### src/rtl/sensor_packet_deframer_macros.svh
// ----------------------------------------------------------------------------
// Assertion macros for the sensor packet deframer
// Shorthand for clocked, reset-qualified concurrent checks.
// ----------------------------------------------------------------------------
`ifndef SENSOR_PACKET_DEFRAMER_MACROS_SVH
`define SENSOR_PACKET_DEFRAMER_MACROS_SVH

// Same-cycle implication, sampled on clk and disabled while rst_n is low.
`define SPD_ASSERT_NOW(lbl, ante, cons, msg) \
    lbl: assert property (@(posedge clk) disable iff (!rst_n) (ante) |-> (cons)) \
        else $error(msg);

// Next-cycle implication, sampled on clk and disabled while rst_n is low.
`define SPD_ASSERT_NEXT(lbl, ante, cons, msg) \
    lbl: assert property (@(posedge clk) disable iff (!rst_n) (ante) |=> (cons)) \
        else $error(msg);

`endif

### src/rtl/spd_pkg.sv
// ----------------------------------------------------------------------------
// Sensor packet deframer package
// Shared types and constants for the header hunt and packet parser.
// ----------------------------------------------------------------------------
`default_nettype none

package spd_pkg;

    // Header bytes 's', 'n', 'p'
    localparam logic [7:0] HDR_S = 8'h73;
    localparam logic [7:0] HDR_N = 8'h6E;
    localparam logic [7:0] HDR_P = 8'h70;

    // Sum of the three header bytes, the starting value of the checksum
    localparam logic [15:0] HEADER_SUM = 16'(HDR_S) + 16'(HDR_N) + 16'(HDR_P);

    // Packed output beat width: 8+8+8+6+6 bits, padded to whole bytes
    localparam int OUT_FIELDS_W = 36;
    localparam int OUT_TDATA_W  = ((OUT_FIELDS_W + 7) / 8) * 8;

    // Parser phases
    typedef enum logic [2:0] {
        PH_HUNT = 3'd0,
        PH_TYPE = 3'd1,
        PH_ADDR = 3'd2,
        PH_DATA = 3'd3,
        PH_CKHI = 3'd4,
        PH_CKLO = 3'd5
    } spd_phase_t;

    // One result item
    typedef struct packed {
        logic [7:0] packet_address;
        logic [7:0] packet_type;
        logic [7:0] payload_byte;
        logic [5:0] byte_index;
        logic [5:0] payload_length;
        logic       is_last;
        logic       checksum_ok;
    } spd_result_t;

    // Payload length from the type byte: none without the has-data bit,
    // four for a single sample, otherwise four times the batch count.
    function automatic logic [5:0] decode_length(input logic [7:0] t);
        logic [5:0] len;
        begin
            if (!t[7])
            begin
                len = 6'd0;
            end
            else if (!t[6])
            begin
                len = 6'd4;
            end
            else
            begin
                len = {t[5:2], 2'b00};
            end
            return len;
        end
    endfunction

endpackage

`default_nettype wire

### src/rtl/spd_parser.sv
// ----------------------------------------------------------------------------
// Sensor packet parser
// Header hunt, type/address capture, payload indexing and checksum check,
// advancing by one byte on each step strobe.
// ----------------------------------------------------------------------------
`default_nettype none

module spd_parser
    import spd_pkg::*;
(
    input  wire logic        clk,
    input  wire logic        rst_n,
    input  wire logic        step,
    input  wire logic [7:0]  rx_byte,
    output logic             res_valid,
    output spd_result_t      res
);

    spd_phase_t  phase_reg, phase_next;
    logic [1:0]  matched_reg, matched_next;
    logic [7:0]  type_reg, type_next;
    logic [7:0]  address_reg, address_next;
    logic [5:0]  length_reg, length_next;
    logic [5:0]  seen_reg, seen_next;
    logic [15:0] sum_reg, sum_next;
    logic [7:0]  ckhi_reg, ckhi_next;
    logic [15:0] sum_plus;
    logic [5:0]  seen_inc;

    assign sum_plus = sum_reg + 16'(rx_byte);
    assign seen_inc = seen_reg + 6'd1;

    // Next phase
    always_comb
    begin
        phase_next = phase_reg;
        case (phase_reg)
            PH_HUNT:
            begin
                if (matched_reg == 2'd2 && rx_byte == HDR_P)
                begin
                    phase_next = PH_TYPE;
                end
            end
            PH_TYPE: phase_next = PH_ADDR;
            PH_ADDR: phase_next = (length_reg == 6'd0) ? PH_CKHI : PH_DATA;
            PH_DATA:
            begin
                if (seen_inc >= length_reg)
                begin
                    phase_next = PH_CKHI;
                end
            end
            PH_CKHI: phase_next = PH_CKLO;
            PH_CKLO: phase_next = PH_HUNT;
            default: phase_next = PH_HUNT;
        endcase
    end

    // Datapath updates and result item
    always_comb
    begin
        matched_next = matched_reg;
        type_next    = type_reg;
        address_next = address_reg;
        length_next  = length_reg;
        seen_next    = seen_reg;
        sum_next     = sum_reg;
        ckhi_next    = ckhi_reg;
        res_valid    = 1'b0;
        res.packet_address = address_reg;
        res.packet_type    = type_reg;
        res.payload_byte   = 8'd0;
        res.byte_index     = 6'd0;
        res.payload_length = length_reg;
        res.is_last        = 1'b0;
        res.checksum_ok    = 1'b0;
        case (phase_reg)
            PH_HUNT:
            begin
                if (matched_reg == 2'd2 && rx_byte == HDR_P)
                begin
                    matched_next = 2'd0;
                    sum_next     = HEADER_SUM;
                end
                else if (matched_reg == 2'd1 && rx_byte == HDR_N)
                begin
                    matched_next = 2'd2;
                end
                else if (rx_byte == HDR_S)
                begin
                    // An 's' that breaks a partial match starts a new header.
                    matched_next = 2'd1;
                end
                else
                begin
                    matched_next = 2'd0;
                end
            end
            PH_TYPE:
            begin
                type_next   = rx_byte;
                length_next = decode_length(rx_byte);
                sum_next    = sum_plus;
            end
            PH_ADDR:
            begin
                address_next = rx_byte;
                sum_next     = sum_plus;
                seen_next    = 6'd0;
            end
            PH_DATA:
            begin
                sum_next         = sum_plus;
                seen_next        = seen_inc;
                res_valid        = 1'b1;
                res.payload_byte = rx_byte;
                res.byte_index   = seen_reg;
            end
            PH_CKHI:
            begin
                ckhi_next = rx_byte;
            end
            PH_CKLO:
            begin
                matched_next    = 2'd0;
                res_valid       = 1'b1;
                res.is_last     = 1'b1;
                res.checksum_ok = ({ckhi_reg, rx_byte} == sum_reg);
            end
            default:
            begin
                matched_next = 2'd0;
            end
        endcase
    end

    // State registers, advanced once per consumed byte
    always_ff @(posedge clk or negedge rst_n)
    begin
        if (!rst_n)
        begin
            phase_reg   <= PH_HUNT;
            matched_reg <= 2'd0;
            type_reg    <= 8'd0;
            address_reg <= 8'd0;
            length_reg  <= 6'd0;
            seen_reg    <= 6'd0;
            sum_reg     <= 16'd0;
            ckhi_reg    <= 8'd0;
        end
        else if (step)
        begin
            phase_reg   <= phase_next;
            matched_reg <= matched_next;
            type_reg    <= type_next;
            address_reg <= address_next;
            length_reg  <= length_next;
            seen_reg    <= seen_next;
            sum_reg     <= sum_next;
            ckhi_reg    <= ckhi_next;
        end
    end

endmodule

`default_nettype wire

### src/rtl/sensor_packet_deframer.sv
// ----------------------------------------------------------------------------
// Sensor packet deframer
// Byte stream in, one beat per payload byte and one end-of-packet beat out.
// ----------------------------------------------------------------------------
// Usage:
// Received bytes enter on the s_axis channel, one byte per beat. The block
// hunts for the 's','n','p' header, takes the type and address bytes, then
// emits one m_axis beat per payload byte and, after the two big-endian
// checksum bytes, one beat with tlast high whose tuser bit says whether the
// 16-bit wrapping sum of header, type, address and payload matched.
// Header, type, address and high checksum bytes produce no output beat.
// An accepted byte is held in the input register and parsed there by the
// single-pass parser; its result beat is registered in the output register,
// which presents it to the receiver.
// Throughput: one byte per cycle while the receiver does not stall, set by
// the single-pass parser between the input and output registers.
// When the receiver stalls, the output register holds its beat; one further
// byte is still taken into the input register, after which s_axis_tready
// drops until the output beat is taken.
// Reset clears the parser to the header hunt and empties both registers.
// ----------------------------------------------------------------------------
`default_nettype none

`include "sensor_packet_deframer_macros.svh"

module sensor_packet_deframer
    import spd_pkg::*;
(
    input  wire logic                   clk,
    input  wire logic                   rst_n,
    input  wire logic                   s_axis_tvalid,
    output logic                        s_axis_tready,
    input  wire logic [7:0]             s_axis_tdata,   // [7:0] rx_byte
    output logic                        m_axis_tvalid,
    input  wire logic                   m_axis_tready,
    // [7:0] packet_address, [15:8] packet_type, [23:16] payload_byte,
    // [29:24] byte_index, [35:30] payload_length, [39:36] zero
    output logic [OUT_TDATA_W-1:0]      m_axis_tdata,
    output logic [0:0]                  m_axis_tuser,   // [0] checksum_ok
    output logic                        m_axis_tlast    // is_last
);

    logic        in_valid_reg;
    logic [7:0]  in_byte_reg;
    logic        out_valid_reg;
    spd_result_t out_reg;
    logic        out_free;
    logic        step;
    logic        res_valid;
    spd_result_t res;

    assign out_free      = !out_valid_reg || m_axis_tready;
    assign step          = in_valid_reg && out_free;
    assign s_axis_tready = !in_valid_reg || out_free;

    // Input register
    always_ff @(posedge clk or negedge rst_n)
    begin
        if (!rst_n)
        begin
            in_valid_reg <= 1'b0;
        end
        else if (s_axis_tready)
        begin
            in_valid_reg <= s_axis_tvalid;
        end
    end

    always_ff @(posedge clk)
    begin
        if (s_axis_tvalid && s_axis_tready)
        begin
            in_byte_reg <= s_axis_tdata;
        end
    end

    // Parser
    spd_parser u_parser (
        .clk       (clk),
        .rst_n     (rst_n),
        .step      (step),
        .rx_byte   (in_byte_reg),
        .res_valid (res_valid),
        .res       (res)
    );

    // Output register
    always_ff @(posedge clk or negedge rst_n)
    begin
        if (!rst_n)
        begin
            out_valid_reg <= 1'b0;
        end
        else if (out_free)
        begin
            out_valid_reg <= step && res_valid;
        end
    end

    always_ff @(posedge clk)
    begin
        if (step && res_valid)
        begin
            out_reg <= res;
        end
    end

    // Beat packing
    assign m_axis_tvalid = out_valid_reg;
    assign m_axis_tdata  = {{(OUT_TDATA_W - OUT_FIELDS_W){1'b0}},
                            out_reg.payload_length, out_reg.byte_index,
                            out_reg.payload_byte, out_reg.packet_type,
                            out_reg.packet_address};
    assign m_axis_tuser  = out_reg.checksum_ok;
    assign m_axis_tlast  = out_reg.is_last;

    // Checks
    `SPD_ASSERT_NOW(a_end_beat_no_payload, out_valid_reg && out_reg.is_last, out_reg.payload_byte == 8'd0 && out_reg.byte_index == 6'd0, "end beat carries payload")
    `SPD_ASSERT_NOW(a_payload_no_verdict, out_valid_reg && !out_reg.is_last, !out_reg.checksum_ok, "payload beat carries a checksum verdict")
    `SPD_ASSERT_NOW(a_index_in_range, out_valid_reg && !out_reg.is_last, out_reg.byte_index < out_reg.payload_length, "payload index beyond decoded length")
    `SPD_ASSERT_NOW(a_stall_only_when_full, !s_axis_tready, in_valid_reg && out_valid_reg, "input stalled with room to spare")
    `SPD_ASSERT_NEXT(a_stall_holds_beat, out_valid_reg && !m_axis_tready, out_valid_reg && $stable(out_reg), "stalled output beat changed")

endmodule

`default_nettype wire

### config.mk
export PLATFORM = sky130hd
export DESIGN_NAME = sensor_packet_deframer
export DESIGN_NICKNAME = d
export VERILOG_FILES = /design/src/rtl/spd_pkg.sv /design/src/rtl/spd_parser.sv /design/src/rtl/sensor_packet_deframer.sv
export VERILOG_INCLUDE_DIRS = /design/src /design/src/rtl
export SDC_FILE = /design/constraint.sdc
export NUM_CORES = 1
export LEC_CHECK = 0
export BUFFER_PORTS_ARGS = -buffer_cell sky130_fd_sc_hd__buf_4
export CORE_AREA = 8 8 134 136
export DETAILED_ROUTE_END_ITERATION = 12
export DIE_AREA = 0 0 142 144
export MAX_ROUTING_LAYER = met4
export PLACE_DENSITY = 0.58
export SYNTH_ARGS = -nofsm -noshare
export SYNTH_HDL_FRONTEND = slang
export SYNTH_HIERARCHICAL = 1
export SYNTH_SLANG_ARGS = --single-unit
### constraint.sdc
create_clock -name clk -period 3.14 [get_ports clk]
set_input_delay 0.628 -clock clk [delete_from_list [all_inputs] [get_ports clk]]
set_output_delay 0.628 -clock clk [all_outputs]
set_load 0.1 [all_outputs]
### Word level (Yosys, flattened, before mapping)

Index checks and enable logic that the tools add are counted.

| word-level totals | value |
|---|---|
| register bits | 105 |
| logic and storage cells | 73 |

| operators by class | value |
|---|---|
| equal/unequal tests | 13 |
| $add $sub $neg | 2 |
| reductions and logical operators | 23 |
| bitwise logic cells | 1 |
| multiplexer cells | 15 |
| $lt $le $gt $ge | 1 |

Operators with widths:

| cell | number |
|---|---|
| $pmux 16 s2 | 1 |
| $eq 8x7->1 const B | 3 |
| $add 16x8->16 | 1 |
| $eq 16x16->1 | 1 |
| $mux 16 | 1 |
| $pmux 3 s5 | 1 |
| $mux 6 | 2 |
| $pmux 6 s2 | 1 |
| $reduce_and 2->1 | 5 |
| $mux 3 | 3 |
| $add 6x1->6 const B | 1 |
| $eq 3x2->1 const B | 2 |
| $eq 3x3->1 const B | 2 |
| $ge 6x6->1 | 1 |
| $logic_not 6->1 | 1 |
| $mux 2 | 3 |
| $reduce_and 3->1 | 2 |
| $logic_and 1x1->1 | 5 |
| $ne 2x1->1 const B | 2 |
| $pmux 2 s2 | 1 |
| $reduce_bool 2->1 | 2 |
| $reduce_or 4->1 | 1 |
| $eq 3x1->1 const B | 1 |
| $logic_not 3->1 | 1 |
| other kinds (8) | 11 |

### Depth between registers and ports, before layout

| depth | value |
|---|---|
| word-level depth | 5 |
| gate-level depth with buffers | 9 |
| mapped depth without buffers | 9 |

### Modules after synthesis

Netlist, hierarchy kept.

By module, submodules not included:

| module | area an instance (um2) | instances | cells each |
|---|---|---|---|
| spd_parser | 3,119.2 | 1 | 314 |
| sensor_packet_deframer | 1,526.5 | 1 | 61 |

### Worst setup path before layout

OpenSTA, ideal clock, no wires.

| timing | value |
|---|---|
| path type | register -> register |
| start | reg u_parser.phase_reg[0] |
| end | reg out_reg, in the netlist m_axis_tdata[0] (enable) |
| stages on the path, launching flop included | 7 |
| path buffers | 1 |
| arrival | 2.831 ns |
| slack | -0.129 ns |
| path through | dfrtp_1 buf_2 inv_1 nor3_1 or2_2 nand2_1 nor2b_1 |

| on the way | value |
|---|---|
| cells in the longest elaborated chain, start to end | 4 |
| elaborated cells between the ends (all ways) | 5 |
| classes of those cells | 2 x eq/ne; 1 x mux; 2 x reduce/logical |

Ends and longest elaborated chain:

| what | line | RTL |
|---|---|---|
| start: declaration | spd_parser.sv:19 | `spd_phase_t phase_reg, phase_next;` |
| start signal: assignment | spd_parser.sv:154 | `phase_reg <= phase_next;` |
| $eq 3x3->1 / $eq 3x2->1 (equally long branches) | spd_parser.sv:78 | `case (phase_reg)` |
| $reduce_or 2->1 (no line) * | n/a |  |
| $mux 1 * | spd_parser.sv:78 |  |
| net res_valid | sensor_packet_deframer.sv:49 | `logic res_valid;` |
| $logic_and 1x1->1 * | sensor_packet_deframer.sv:102 | `if (step && res_valid)` |
| end signal: assignment | sensor_packet_deframer.sv:104 | `out_reg <= res;` |
| end: declaration | sensor_packet_deframer.sv:46 | `spd_result_t out_reg;` |

The timed path passes the listed nets; every way through them passes the cells marked *.
A chain may end at the register's enable or synchronous reset.

### Worst setup path in the final report

| timing | value |
|---|---|
| start | reg in_byte_reg[1] |
| end | reg u_parser.sum_reg[10] |

| on the way | value |
|---|---|
| cells in the longest elaborated chain, start to end | 4 |
| elaborated cells between the ends (all ways) | 6 |
| classes of those cells | 1 x add/sub; 2 x eq/ne; 1 x mux; 2 x reduce/logical |

Ends and longest elaborated chain:

| what | line | RTL |
|---|---|---|
| start: declaration | sensor_packet_deframer.sv:44 | `logic [7:0] in_byte_reg;` |
| start signal: assignment | sensor_packet_deframer.sv:73 | `in_byte_reg <= s_axis_tdata;` |
| parallel branches: the longest is 4 deep, another holds $add 16x8->16 | n/a |  |
| end signal: assignment | spd_parser.sv:160 | `sum_reg <= sum_next;` |
| end: declaration | spd_parser.sv:25 | `logic [15:0] sum_reg, sum_next;` |

Parallel ways; which one is timed is not known.

==> results.ini <==
[synthesis]
ys_seq_area_frac=0.6044
synth-edff-count=46
syn_avg_cell_area_um2=12.39
synth-async-reset-ratio=0.5534
synthesis.area_um2=4646
synthCells=375
synth_warnings=6
yosysUniqueCellTypes=57
synth_ff_type=dfrtp_1
ys_seq_elements=103

[cells_and_area]
fin_util=0.3468
diodes=0
nNetsFinal=460
syn_to_final_growth_pct=19.85
fillers=1583
drive_above_1_share=0.2466
largest_register_ffs=36

[sta]
relSlewSlack=0.4954
finalSetupViolCount=0
worst_slack_ns=0.6794
hold-worst-slack_ns=0.3570
max_freq_ghz=0.4064
final_max_slew_viol_count=0
fin_setup_tns_ns=0
finalClockSkew_ns=0.006364
worst_slew_pin_slew_ns=0.7569
layout_min_cycle_time_ns=2.461
min_period_over_period=0.7836
hold_viol_final=0
rsz0062_at_grt=false

[critical_path]
path_cells=inv_1, fa_1, nor2b_1, o2111ai_1, and3_1, or3_1, mux2_1
setup.worst_path.end_class=flop
critical_path.max_fanout=6
slowest_stage=fa_1
r2r_start=in_byte_reg[1]
worstPathRequired_ns=3.37
critical_path_arrival_ns=2.69
crit_path_start_kind=flop
worstSetupPathType=flop to flop
crit_start=in_byte_reg[1]
worst_path_dominant_cell_family=simple AND/OR/NAND/NOR gates
critical-path-max-stage-delay_ns=0.47
path_buf_inv=1

[die]
start_util=0.2894
row_count=47
die_h_um=144
dieArea_um2=20450
io_pins=56
core-area_um2=16050
die_x_um=142

[flow_run]
maxCapViolCount=0

[global_route]
grt_antenna_before_repair=0
grt_max_degree=58
grt_overflow=0
grt_pass1_vias=3183
grt_use_total=0.1067
grt_pass1_wl_mm=16.48

[clock_network]
worstSkewPairLatency_ns=0.34
hold_buffers=0
cts_tree=yes
cts.clk_slew.worst_paths_ns=0.07
cts_max_level=3
clockBufferDepth=2
numCtsBuffers=9
cts_setup_buffers=0
cts_root_buffer=clkbuf_16
postCtsResizedCells=0
cts.sinks=103

[detailed_routing]
drt_iter0_drc=205
via_per_inst=4.536
routed-via-count=2985
dr.pass1.iters=4
drc=0
post_drt_wl_per_cell_um=15.46
drt-total-wl_mm=10.17
postRouteAntennaNets=0

[place]
place_congestion=0.7943
portBuffers=51
dp_hpwl_mm=7.262
dpl_worst_slack_ns=0.6794

[pwr]
max-vdd-ir-drop_v=0.0003357
finalPower_w=0.005428
p_leak_nw=2.277
cellPowerDensity_nw_per_um2=974.8

[outcome]
outcome=completed

[min_path]
hold_path.class=input pin to asynchronous set/reset pin

kinds of logic (layout without fill, tap and decap cells):
group,count (synthesis),after routing,synth area share
other cells,2,6,0.001617
xor+xnor,18,18,0.03394
flops,103,103,0.6044
fa+ha+maj,15,15,0.04202
mux,24,24,0.05791
simple gates,129,129,0.1530
compound gates,57,57,0.07865
buf+inv,27,86,0.02855
area by class of cell:
class	count	area, um2	share of cell area
clock buffers	10	229.0	0.04112
clock inverters	6	43.79	0.007865
inverters	11	41.29	0.007416
multi-input cells	249	1728	0.3103
flip-flops and latches	103	2808	0.5043
well taps	220	275.3	0.04944
repair buffers	59	442.9	0.07955
metrics by stage:
| stage | area (um2) | std cells |
|---|---|---|
| after floorplan | 4663 | 379 |
| after global placement | 5295 | 642 |
| final | 5568 | 658 |
| after CTS | 5568 | 658 |
| after global routing | 5568 | 658 |
| after detailed placement | 5295 | 642 |
power breakdown:
part           leakage (nW)  switching [W]  total (W)  internal, W
clock network         0.133       0.000502    0.00105     0.000543
logic                 0.998        0.00149    0.00219     0.000702
registers              1.15       0.000306    0.00219      0.00188
total                  2.28        0.00230    0.00543      0.00313
placed cells by master, fill, tap and decap left out, types with 2 or more instances in the layout:
master	instances
and2_1	16
o2111ai_1	2
nor2b_1	2
edfxtp_1	46
o21ai_0	21
mux2_2	22
or4_1	5
a31oi_1	2
clkbuf_16	9
nand2b_1	5
o22a_1	3
and3_1	5
or3_1	2
dfrtp_1	57
nand2_1	45
nor3_1	3
nor2_1	13
xnor2_1	9
clkinv_2	2
inv_1	11
ha_1	14
o21a_1	4
nand4b_1	2
a21oi_1	10
conb_1	6
buf_4	59
xor2_1	9
nor4_1	7
inv_6	2
o31ai_1	7
nand3_1	8
nand4_1	2
worst paths after layout:
kind / to / slack, ns / cells after the start
setup / recovery: u_parser/sum_reg[10] / 0.68 / 7
hold / removal: u_parser/ckhi_reg[3] / 0.36 / 1
setup reg to reg: u_parser/sum_reg[10] / 0.68 / 7
hold reg to reg: m_axis_tdata[6] / 0.45 / 0
max in group asynchronous: u_parser/length_reg[2] / 2.28 / 1
min in group clk: m_axis_tdata[6] / 0.45 / 0
cells in the mapped netlist, drive strengths merged, types with 2 or more instances:
master / count / area [um2]
o22a: 3 / 26.28
o2111ai: 2 / 17.52
nand4b: 2 / 17.52
nand2: 46 / 175.2
edfxtp: 46 / 1381
conb: 2 / 7.510
nor3b: 2 / 20.02
buf: 9 / 65.05
nor3: 3 / 15.01
or4: 5 / 37.54
o21a: 4 / 30.03
and2: 17 / 108.9
or3: 2 / 12.51
nor4: 7 / 43.79
xnor2: 9 / 78.83
nor2: 13 / 48.80
o21ai: 22 / 113.9
inv: 11 / 41.29
nor2b: 3 / 18.77
xor2: 9 / 78.83
and3: 6 / 42.54
o31ai: 7 / 52.55
nand3b: 2 / 27.53
nand2b: 5 / 31.28
nand3: 8 / 40.04
ha: 14 / 175.2
a31oi: 2 / 12.51
nand4: 2 / 12.51
mux2: 23 / 259.0
dfrtp: 57 / 1426
clkbuf: 7 / 26.28
a21oi: 10 / 50.05
routing by layer:
layer | global-route usage | up-vias | routed length, um
met2 | 0.1858 | 62 | 5217
met1 | 0.1144 | 1461 | 4275
met5 | - | - | 0
met4 | 0.04466 | 0 | 252
met3 | 0.02674 | 16 | 424
li1 | - | 1446 | -
No activity file was read; power rests on OpenSTA's default activity.
